$ cat config.mk
export PLATFORM = sky130hd
export DESIGN_NAME = tamper_alarm_controller_top
export DESIGN_NICKNAME = d
export VERILOG_FILES = /design/src/design/tac_pkg.sv /design/src/design/tamper_alarm_controller_top.sv
export SDC_FILE = /design/constraint.sdc
export NUM_CORES = 1
export LEC_CHECK = 0
export BUFFER_PORTS_ARGS = -buffer_cell sky130_fd_sc_hd__buf_2
export CAP_MARGIN = 0
export CORE_MARGIN = 2
export CORE_UTILIZATION = 35
export CTS_CLUSTER_DIAMETER = 200
export CTS_CLUSTER_SIZE = 14
export DETAILED_ROUTE_END_ITERATION = 10
export PLACE_DENSITY = 0.57
export SLEW_MARGIN = 20
export SYNTH_ARGS = -nofsm -noshare
export SYNTH_HDL_FRONTEND = slang
export SYNTH_SLANG_ARGS = --single-unit
$ cat constraint.sdc
create_clock -name clk -period 8.05 [get_ports clk]
set_clock_uncertainty 0.15 [all_clocks]
set_input_delay 1.61 -clock clk [delete_from_list [all_inputs] [get_ports clk]]
set_output_delay 1.61 -clock clk [all_outputs]
set_load 0.03 [all_outputs]
$ cat src/design/tac_pkg.sv
// Shared types, register map and reset values of the tamper alarm controller.
`default_nettype none

package tac_pkg;

  // Elapsed-time counter width default.
  localparam int TIMER_BITS_DEF = 16;

  // Register widths.
  localparam int TRIG_W   = 5;
  localparam int CFG_TIME_W = 16;
  localparam int SHORT_W  = 10;

  // Configuration bus.
  localparam int CFG_ADDR_W = 5;
  localparam int CFG_DATA_W = 32;
  localparam int CFG_IDX_W  = 3;

  // Register reset values.
  localparam logic [TRIG_W-1:0]     TRIGGER_RST      = 5'd12;
  localparam logic [CFG_TIME_W-1:0] WINDOW_RST       = 16'd2000;
  localparam logic [CFG_TIME_W-1:0] ALARM_HOLD_RST   = 16'd5000;
  localparam logic [CFG_TIME_W-1:0] ALERT_HOLDOFF_RST = 16'd10000;
  localparam logic [CFG_TIME_W-1:0] UNAUTH_HOLDOFF_RST = 16'd10000;
  localparam logic [SHORT_W-1:0]    DOOR_CONFIRM_RST = 10'd80;
  localparam logic [SHORT_W-1:0]    VIB_DEAD_RST     = 10'd20;

  // Register index, taken from paddr word address.
  typedef enum logic [CFG_IDX_W-1:0] {
    REG_TRIGGER        = 3'd0,
    REG_WINDOW         = 3'd1,
    REG_ALARM_HOLD     = 3'd2,
    REG_ALERT_HOLDOFF  = 3'd3,
    REG_UNAUTH_HOLDOFF = 3'd4,
    REG_DOOR_CONFIRM   = 3'd5,
    REG_VIB_DEAD       = 3'd6
  } cfg_idx_t;

  // Door event codes.
  typedef enum logic [1:0] {
    EVT_NONE   = 2'd0,
    EVT_UNLOCK = 2'd1,
    EVT_UNAUTH = 2'd2,
    EVT_LOCKED = 2'd3
  } door_evt_t;

  // Safe state codes.
  typedef enum logic [1:0] {
    MODE_LOCKED = 2'd0,
    MODE_OPEN   = 2'd1,
    MODE_ALARM  = 2'd2
  } mode_t;

endpackage

`default_nettype wire

$ cat src/design/tamper_alarm_controller_top.sv
// Tamper alarm controller: vibration alert, door confirmation and safe state tracking.
`default_nettype none

// Channel   Direction  Handshake           Payload
// in_       input      in_valid/in_stall   vibration_level, door_level, auth_ok, flame_active
// out_      output     out_valid/out_stall vibration_alert, door_event, clear_auth,
//                                          alarm_active, door_open, tracking_request,
//                                          guard_state
// cfg       input      APB psel/penable    seven control registers, word addressed
//
// One tick transfer is accepted every clock cycle while in_stall is low; each tick
// passes from the input register through the tick update to the result register.
// All counters and flags of a tick are updated together in that single tick update.
// Synchronous reset clears all tick state and loads the register defaults.
// When the result register is stalled, the input register holds one more tick and the
// input side stalls only once both are full.

module tamper_alarm_controller_top #(
  parameter int TIMER_BITS = tac_pkg::TIMER_BITS_DEF
) (
  input  wire logic                         clk,
  input  wire logic                         rst_n,
  // Tick input channel
  input  wire logic                         in_valid,
  output logic                              in_stall,
  input  wire logic                         in_vibration_level,
  input  wire logic                         in_door_level,
  input  wire logic                         in_auth_ok,
  input  wire logic                         in_flame_active,
  // Result channel
  output logic                              out_valid,
  input  wire logic                         out_stall,
  output logic                              out_vibration_alert,
  output logic [1:0]                        out_door_event,
  output logic                              out_clear_auth,
  output logic                              out_alarm_active,
  output logic                              out_door_open,
  output logic                              out_tracking_request,
  output logic [1:0]                        out_guard_state,
  // Configuration port
  input  wire logic                         psel,
  input  wire logic                         penable,
  input  wire logic                         pwrite,
  input  wire logic [tac_pkg::CFG_ADDR_W-1:0] paddr,
  input  wire logic [tac_pkg::CFG_DATA_W-1:0] pwdata,
  output logic [tac_pkg::CFG_DATA_W-1:0]    prdata,
  output logic                              pready
);

  import tac_pkg::*;

  // Comparisons between elapsed counters and 16-bit limits run at the wider width.
  localparam int CmpW = (TIMER_BITS > CFG_TIME_W) ? TIMER_BITS : CFG_TIME_W;

  // ---------------------------------------------------------------------------
  // Configuration registers
  // ---------------------------------------------------------------------------
  logic [TRIG_W-1:0]     trigger_r;
  logic [CFG_TIME_W-1:0] window_r;
  logic [CFG_TIME_W-1:0] alarm_hold_r;
  logic [CFG_TIME_W-1:0] alert_holdoff_r;
  logic [CFG_TIME_W-1:0] unauth_holdoff_r;
  logic [SHORT_W-1:0]    door_confirm_r;
  logic [SHORT_W-1:0]    vib_dead_r;

  logic     cfg_wr;
  cfg_idx_t cfg_idx;

  assign pready  = 1'b1;
  assign cfg_wr  = psel & penable & pwrite & pready;
  assign cfg_idx = cfg_idx_t'(paddr[CFG_IDX_W+1:2]);

  always_ff @(posedge clk) begin
    if (!rst_n) begin
      trigger_r        <= TRIGGER_RST;
      window_r         <= WINDOW_RST;
      alarm_hold_r     <= ALARM_HOLD_RST;
      alert_holdoff_r  <= ALERT_HOLDOFF_RST;
      unauth_holdoff_r <= UNAUTH_HOLDOFF_RST;
      door_confirm_r   <= DOOR_CONFIRM_RST;
      vib_dead_r       <= VIB_DEAD_RST;
    end else if (cfg_wr) begin
      case (cfg_idx)
        REG_TRIGGER:        trigger_r        <= pwdata[TRIG_W-1:0];
        REG_WINDOW:         window_r         <= pwdata[CFG_TIME_W-1:0];
        REG_ALARM_HOLD:     alarm_hold_r     <= pwdata[CFG_TIME_W-1:0];
        REG_ALERT_HOLDOFF:  alert_holdoff_r  <= pwdata[CFG_TIME_W-1:0];
        REG_UNAUTH_HOLDOFF: unauth_holdoff_r <= pwdata[CFG_TIME_W-1:0];
        REG_DOOR_CONFIRM:   door_confirm_r   <= pwdata[SHORT_W-1:0];
        REG_VIB_DEAD:       vib_dead_r       <= pwdata[SHORT_W-1:0];
        default: ;
      endcase
    end
  end

  always_comb begin
    case (cfg_idx)
      REG_TRIGGER:        prdata = CFG_DATA_W'(trigger_r);
      REG_WINDOW:         prdata = CFG_DATA_W'(window_r);
      REG_ALARM_HOLD:     prdata = CFG_DATA_W'(alarm_hold_r);
      REG_ALERT_HOLDOFF:  prdata = CFG_DATA_W'(alert_holdoff_r);
      REG_UNAUTH_HOLDOFF: prdata = CFG_DATA_W'(unauth_holdoff_r);
      REG_DOOR_CONFIRM:   prdata = CFG_DATA_W'(door_confirm_r);
      REG_VIB_DEAD:       prdata = CFG_DATA_W'(vib_dead_r);
      default:            prdata = '0;
    endcase
  end

  // ---------------------------------------------------------------------------
  // Input register and transfer control
  // ---------------------------------------------------------------------------
  logic in_vld_r;
  logic vib_in_r, door_in_r, auth_in_r, flame_in_r;
  logic out_vld_r;
  logic advance;

  // A tick is processed when the input register is full and the result register
  // is empty or being emptied in this cycle.
  assign advance  = in_vld_r & (~out_vld_r | ~out_stall);
  assign in_stall = in_vld_r & ~advance;

  always_ff @(posedge clk) begin
    if (!rst_n) begin
      in_vld_r <= 1'b0;
    end else if (!in_stall) begin
      in_vld_r <= in_valid;
    end
  end

  always_ff @(posedge clk) begin
    if (!in_stall && in_valid) begin
      vib_in_r   <= in_vibration_level;
      door_in_r  <= in_door_level;
      auth_in_r  <= in_auth_ok;
      flame_in_r <= in_flame_active;
    end
  end

  // ---------------------------------------------------------------------------
  // Tick state
  // ---------------------------------------------------------------------------
  logic                  last_vib_r, last_vib_nxt;
  logic [TRIG_W-1:0]     edge_cnt_r, edge_cnt_nxt;
  logic [TIMER_BITS-1:0] since_first_r, since_first_nxt;
  logic [SHORT_W-1:0]    dead_r, dead_nxt;
  logic [TIMER_BITS-1:0] since_alert_r, since_alert_nxt;
  logic                  vib_active_r, vib_active_nxt;
  logic [TIMER_BITS-1:0] since_alarm_r, since_alarm_nxt;
  logic                  last_door_r, last_door_nxt;
  logic                  pending_r, pending_nxt;
  logic [SHORT_W-1:0]    confirm_r, confirm_nxt;
  logic [TIMER_BITS-1:0] since_unauth_r, since_unauth_nxt;
  logic                  unauth_sent_r, unauth_sent_nxt;
  logic                  lock_sent_r, lock_sent_nxt;
  mode_t                 mode_r, mode_nxt;
  logic                  alarm_r, alarm_nxt;
  logic                  door_flag_r, door_flag_nxt;
  logic                  tracking_r, tracking_nxt;

  logic                  alert_nxt;
  door_evt_t             event_nxt;
  logic                  clr_nxt;
  logic                  check_door;

  // Saturating increment of an elapsed counter.
  function automatic logic [TIMER_BITS-1:0] tick_up(input logic [TIMER_BITS-1:0] v);
    tick_up = (&v) ? v : v + 1'b1;
  endfunction

  always_comb begin
    last_vib_nxt     = last_vib_r;
    edge_cnt_nxt     = edge_cnt_r;
    dead_nxt         = dead_r;
    vib_active_nxt   = vib_active_r;
    last_door_nxt    = last_door_r;
    pending_nxt      = pending_r;
    confirm_nxt      = confirm_r;
    unauth_sent_nxt  = unauth_sent_r;
    lock_sent_nxt    = lock_sent_r;
    mode_nxt         = mode_r;
    alarm_nxt        = alarm_r;
    door_flag_nxt    = door_flag_r;
    tracking_nxt     = tracking_r;
    alert_nxt        = 1'b0;
    event_nxt        = EVT_NONE;
    clr_nxt          = 1'b0;
    check_door       = 1'b0;

    since_first_nxt  = tick_up(since_first_r);
    since_alert_nxt  = tick_up(since_alert_r);
    since_alarm_nxt  = tick_up(since_alarm_r);
    since_unauth_nxt = tick_up(since_unauth_r);

    // Falling vibration edge, sampled only outside the dead time.
    if (dead_r != '0) begin
      dead_nxt = dead_r - 1'b1;
    end else begin
      if (last_vib_r && !vib_in_r) begin
        if (edge_cnt_r == '0) begin
          since_first_nxt = '0;
        end
        if (!(&edge_cnt_r)) begin
          edge_cnt_nxt = edge_cnt_r + 1'b1;
        end
        dead_nxt = vib_dead_r;
      end
      last_vib_nxt = vib_in_r;
    end

    // Alert when enough edges fell inside the window and the alert holdoff has passed.
    if (edge_cnt_nxt >= trigger_r &&
        CmpW'(since_first_nxt) < CmpW'(window_r)) begin
      if (CmpW'(since_alert_nxt) > CmpW'(alert_holdoff_r)) begin
        alert_nxt       = 1'b1;
        vib_active_nxt  = 1'b1;
        since_alarm_nxt = '0;
        since_alert_nxt = '0;
        mode_nxt        = MODE_ALARM;
        alarm_nxt       = 1'b1;
        tracking_nxt    = 1'b1;
      end
      edge_cnt_nxt = '0;
    end

    if (CmpW'(since_first_nxt) > CmpW'(window_r)) begin
      edge_cnt_nxt = '0;
    end

    // Auto-clear after the hold time unless the door is open or a flame is seen.
    if (vib_active_nxt && CmpW'(since_alarm_nxt) > CmpW'(alarm_hold_r) &&
        !door_flag_r && !flame_in_r) begin
      vib_active_nxt = 1'b0;
      alarm_nxt      = 1'b0;
      if (mode_nxt == MODE_ALARM) begin
        mode_nxt = MODE_LOCKED;
      end
    end

    // Door change confirmation.
    if (pending_r) begin
      if (confirm_r != '0) begin
        confirm_nxt = confirm_r - 1'b1;
      end
      if (confirm_nxt == '0) begin
        pending_nxt = 1'b0;
        check_door  = 1'b1;
      end
    end else if (door_in_r != last_door_r) begin
      if (door_confirm_r == '0) begin
        check_door = 1'b1;
      end else begin
        pending_nxt = 1'b1;
        confirm_nxt = door_confirm_r;
      end
    end

    if (check_door && door_in_r != last_door_r) begin
      if (door_in_r) begin
        door_flag_nxt = 1'b1;
        lock_sent_nxt = 1'b0;
        if (auth_in_r) begin
          mode_nxt  = MODE_OPEN;
          event_nxt = EVT_UNLOCK;
        end else if (!unauth_sent_r &&
                     CmpW'(since_unauth_nxt) > CmpW'(unauth_holdoff_r)) begin
          unauth_sent_nxt  = 1'b1;
          since_unauth_nxt = '0;
          mode_nxt         = MODE_ALARM;
          event_nxt        = EVT_UNAUTH;
          alarm_nxt        = 1'b1;
          tracking_nxt     = 1'b1;
        end
      end else begin
        door_flag_nxt   = 1'b0;
        clr_nxt         = 1'b1;
        alarm_nxt       = 1'b0;
        unauth_sent_nxt = 1'b0;
        vib_active_nxt  = 1'b0;
        if (!lock_sent_r) begin
          lock_sent_nxt = 1'b1;
          mode_nxt      = MODE_LOCKED;
          event_nxt     = EVT_LOCKED;
        end
      end
      last_door_nxt = door_in_r;
    end
  end

  always_ff @(posedge clk) begin
    if (!rst_n) begin
      last_vib_r     <= 1'b1;
      edge_cnt_r     <= '0;
      since_first_r  <= '0;
      dead_r         <= '0;
      since_alert_r  <= '0;
      vib_active_r   <= 1'b0;
      since_alarm_r  <= '0;
      last_door_r    <= 1'b0;
      pending_r      <= 1'b0;
      confirm_r      <= '0;
      since_unauth_r <= '0;
      unauth_sent_r  <= 1'b0;
      lock_sent_r    <= 1'b0;
      mode_r         <= MODE_LOCKED;
      alarm_r        <= 1'b0;
      door_flag_r    <= 1'b0;
      tracking_r     <= 1'b0;
    end else if (advance) begin
      last_vib_r     <= last_vib_nxt;
      edge_cnt_r     <= edge_cnt_nxt;
      since_first_r  <= since_first_nxt;
      dead_r         <= dead_nxt;
      since_alert_r  <= since_alert_nxt;
      vib_active_r   <= vib_active_nxt;
      since_alarm_r  <= since_alarm_nxt;
      last_door_r    <= last_door_nxt;
      pending_r      <= pending_nxt;
      confirm_r      <= confirm_nxt;
      since_unauth_r <= since_unauth_nxt;
      unauth_sent_r  <= unauth_sent_nxt;
      lock_sent_r    <= lock_sent_nxt;
      mode_r         <= mode_nxt;
      alarm_r        <= alarm_nxt;
      door_flag_r    <= door_flag_nxt;
      tracking_r     <= tracking_nxt;
    end
  end

  // ---------------------------------------------------------------------------
  // Result register
  // ---------------------------------------------------------------------------
  logic       alert_out_r;
  logic [1:0] event_out_r;
  logic       clr_out_r;
  logic       alarm_out_r;
  logic       door_out_r;
  logic       tracking_out_r;
  logic [1:0] mode_out_r;

  always_ff @(posedge clk) begin
    if (!rst_n) begin
      out_vld_r <= 1'b0;
    end else if (advance) begin
      out_vld_r <= 1'b1;
    end else if (!out_stall) begin
      out_vld_r <= 1'b0;
    end
  end

  always_ff @(posedge clk) begin
    if (advance) begin
      alert_out_r    <= alert_nxt;
      event_out_r    <= event_nxt;
      clr_out_r      <= clr_nxt;
      alarm_out_r    <= alarm_nxt;
      door_out_r     <= door_flag_nxt;
      tracking_out_r <= tracking_nxt;
      mode_out_r     <= mode_nxt;
    end
  end

  assign out_valid            = out_vld_r;
  assign out_vibration_alert  = alert_out_r;
  assign out_door_event       = event_out_r;
  assign out_clear_auth       = clr_out_r;
  assign out_alarm_active     = alarm_out_r;
  assign out_door_open        = door_out_r;
  assign out_tracking_request = tracking_out_r;
  assign out_guard_state      = mode_out_r;

endmodule

`default_nettype wire
==> metrics.txt <==
status complete, no violations; Post-synth top cells nand2_1, dfxtp_1, a21oi_1, nor2_1, inv_1; core area 35,300 sq um; H-tree levels 1; GRT Util Overall 20.1%; most frequent cell after synthesis nand2_1; Antenna Nets Post-Route 0; DRC violation total after the first TritonRoute iteration 810; critical path required time between 8 and 9 ns; CP Cell Sequence ha_1 -> and2_1 -> nand2_1 -> or3_1 -> nor2b_1 -> nor2b_1 -> xnor2_1 -> ha_1 -> nand4_1 -> nor4_1 -> a21boi_0 -> o31a_1 -> nand3_1 -> inv_1 -> buf_4 -> a21oi_1 -> a21boi_0 -> ha_1 -> a21o_1 -> a211oi_1 -> o21ai_0 -> o31ai_1 -> o221ai_1 -> a31oi_1; largest net degree at the start of global routing 86; ys flop type dfxtp_1; drt pass-1 iters 5; vias in the first global route 10,700; Clock Sinks 204; mux share of post-synthesis cell area between 3 and 4%; Pwr per Cell Area 192 nW/um^2; Slowest-stage cell, CP o31a_1; final worst path period share a little over four fifths; Worst VDD drop 0.168 mV; FP Rows 69; Die Area 37,000 sq um; area share of xor/xnor cells in the synthesized design roughly 3.5%; CP endpoint kind flip-flop; Area contributors post-synth dfxtp_1, nand2_1, ha_1, a21oi_1, nor2_1; CP arrival approximately 7.1 ns; synthesized cell area 12,400 sq um; Compound-Gate Fraction of Synth Area 21.2%; CTS max path bufs 3; clk root buf clkbuf_16; WHS 0.307 ns; Hold Buf Count CTS 0; antenna violations before repair 0; Die Height 192 um; via/cell ratio 5.52; Num CTS Buffers 18; PortBufs 56; clk_lat worst skew 0.50 ns; synthesized instance count 1,628; synthesized area per cell 7.63 sq um; Hold Path Class reg -> reg; global-route wire length before repair 59.2 mm; CTS resizes 0; clock slew at reported path FFs 0.07 ns; max incr delay on CP 0.64 ns; # diodes 0; Ports 92; Post-synth EDFFs 13; initial core utilization 35.2%; total length of routed wires 37.4 mm; Die W 192 um; post-synthesis sequential area ratio 33.9%; Leak 5.12 nW; area share of and/or/nand/nor cells after synthesis 23.8%; maximum clock rate 0.148 GHz; Adder-Cell Fraction of Synth Area approximately 7.9%; warnings from Yosys 0; post-route insts no fill 2,096; Final Setup Violations 0; Post-route DRC 0; CTS tree done; RSZ-0062 raised after global routing false; max-cap violation count 0; CP Launch Type flip-flop; Final Hold Fails 0; Slew Viols, Final 0; area leader, netlist dfxtp_1; P&R area growth vs syn 8.95%; async set-reset flop share out of synthesis 0%; minimum clock period 6.78 ns; post-DP HPWL between 20 and 30 mm; crit path kind reg -> reg; share of the synthesized area in the top cell type 30.8%; Post-CTS Setup Inserts 0; Overflow after GRT 0; most frequent CP cell ha_1; Synth cell types 76; placed insts 2,072; slew of the pin with the lowest slew margin 1.13 ns; via count 11,600; GP Congestion roughly 0.90; Worst slew margin 24.3%; FF+latch count, synth 204; share of cells above drive strength 1 7.71%; main combinational cell family by area after synthesis simple AND/OR/NAND/NOR gates; CP max FO 22; DR WL/cell between 15 and 20 um; Final #Nets 1,757; setup TNS 0 ns
critical path: cells and delay by family (launching register included):
| kind | cells | cell delay, ns |
|---|---|---|
| XOR/XNOR | 1 | 0.11 |
| AO/OA/AOI/OAI | 10 | 2.58 |
| AND/OR/NAND/NOR | 8 | 2.25 |
| buffers and inverters | 2 | 0.41 |
| flip-flops | 1 | 0.35 |
| adder cells (fa/ha/maj) | 3 | 0.87 |
flip-flops by register name, indices dropped and copies added, names as in the netlist, 5 cells and up:
register,flops
alarm_hold_r,16
alert_holdoff_r,16
since_alarm_r,16
since_alert_r,16
since_first_r,16
since_unauth_r,16
unauth_holdoff_r,16
window_r,16
confirm_r,10
dead_r,10
door_confirm_r,10
vib_dead_r,10
edge_cnt_r,5
trigger_r,5
routing by layer:
layer | wire [um] | share of wire, % | GRT usage, %
met3 | 1470 | 3.9 | 1.98
met1 | 16600 | 44 | 26.4
met5 | 0 | 0 | 0
met4 | 1400 | 3.7 | 7.69
met2 | 18000 | 48 | 34.0
area by class of cell:
class / instances / area (sq um)
clock buffers: 23 / 490
clock inverters: 1 / 8.76
fillers: 3619 / 21800
inverters: 94 / 355
multi-input cells: 1240 / 7490
flip-flops and latches: 204 / 4210
well taps: 461 / 577
repair buffers: 73 / 408
logic make-up (layout without fill, tap and decap cells):
family                     count (synthesis)  after routing
other                                      2             17
muxes                                     36             36
buffers and inverters                    199            191
and+or+nand+nor                          632            632
AOI/OAI and AO/OA                        428            428
xor gates and xnor gates                  49             49
adders and majority gates                 78             78
DFF                                      204            204
report_power, final:
| group | switching, mW | internal [mW] | leakage, nW | total [mW] |
|---|---|---|---|---|
| Combinational | 0.450 | 0.213 | 3.21 | 0.662 |
| Clock | 0.394 | 0.426 | 0.243 | 0.820 |
| Sequential | 0.0492 | 1.06 | 1.67 | 1.11 |
placed cells by master, fill, tap and decap left out, drive strengths merged, types with 20 or more instances in the layout:
cell type | Yosys | layout
nor3 | 40 | 40
mux2i | 27 | 27
a21oi | 190 | 190
o21ai | 74 | 74
inv | 94 | 94
xnor2 | 32 | 32
nor2 | 126 | 126
ha | 78 | 78
buf | 28 | 73
dfxtp | 191 | 191
nand4 | 22 | 22
and3 | 20 | 20
a31oi | 21 | 21
o211ai | 32 | 32
nand3 | 69 | 69
clkbuf | 77 | 23
nand2 | 269 | 269
worst paths after layout:
check | cells past startpoint | to | slack, ns | from
max | 24 | alarm_r | 1.27 | since_alert_r[0]
min | 2 | unauth_holdoff_r[7] | 0.31 | unauth_holdoff_r[7]
max reg2reg | 24 | alarm_r | 1.27 | since_alert_r[0]
min reg2reg | 2 | unauth_holdoff_r[7] | 0.31 | unauth_holdoff_r[7]
through the flow:
| stage | area [sq um] | total power, mW | utilization [%] | setup WS (ns) |
|---|---|---|---|---|
| floorplan | 12500 | 1.65 | - | 2.18 |
| global placement | 13000 | 1.78 | 36.9 | 1.48 |
| detailed placement | 13000 | 1.79 | 36.9 | 1.32 |
| CTS | 13500 | 2.61 | 38.3 | 1.28 |
| global route | 13500 | 2.75 | 38.4 | 0.642 |
| finish | 13500 | 2.59 | 38.4 | 1.27 |
Power figures use the tool's default switching activity.
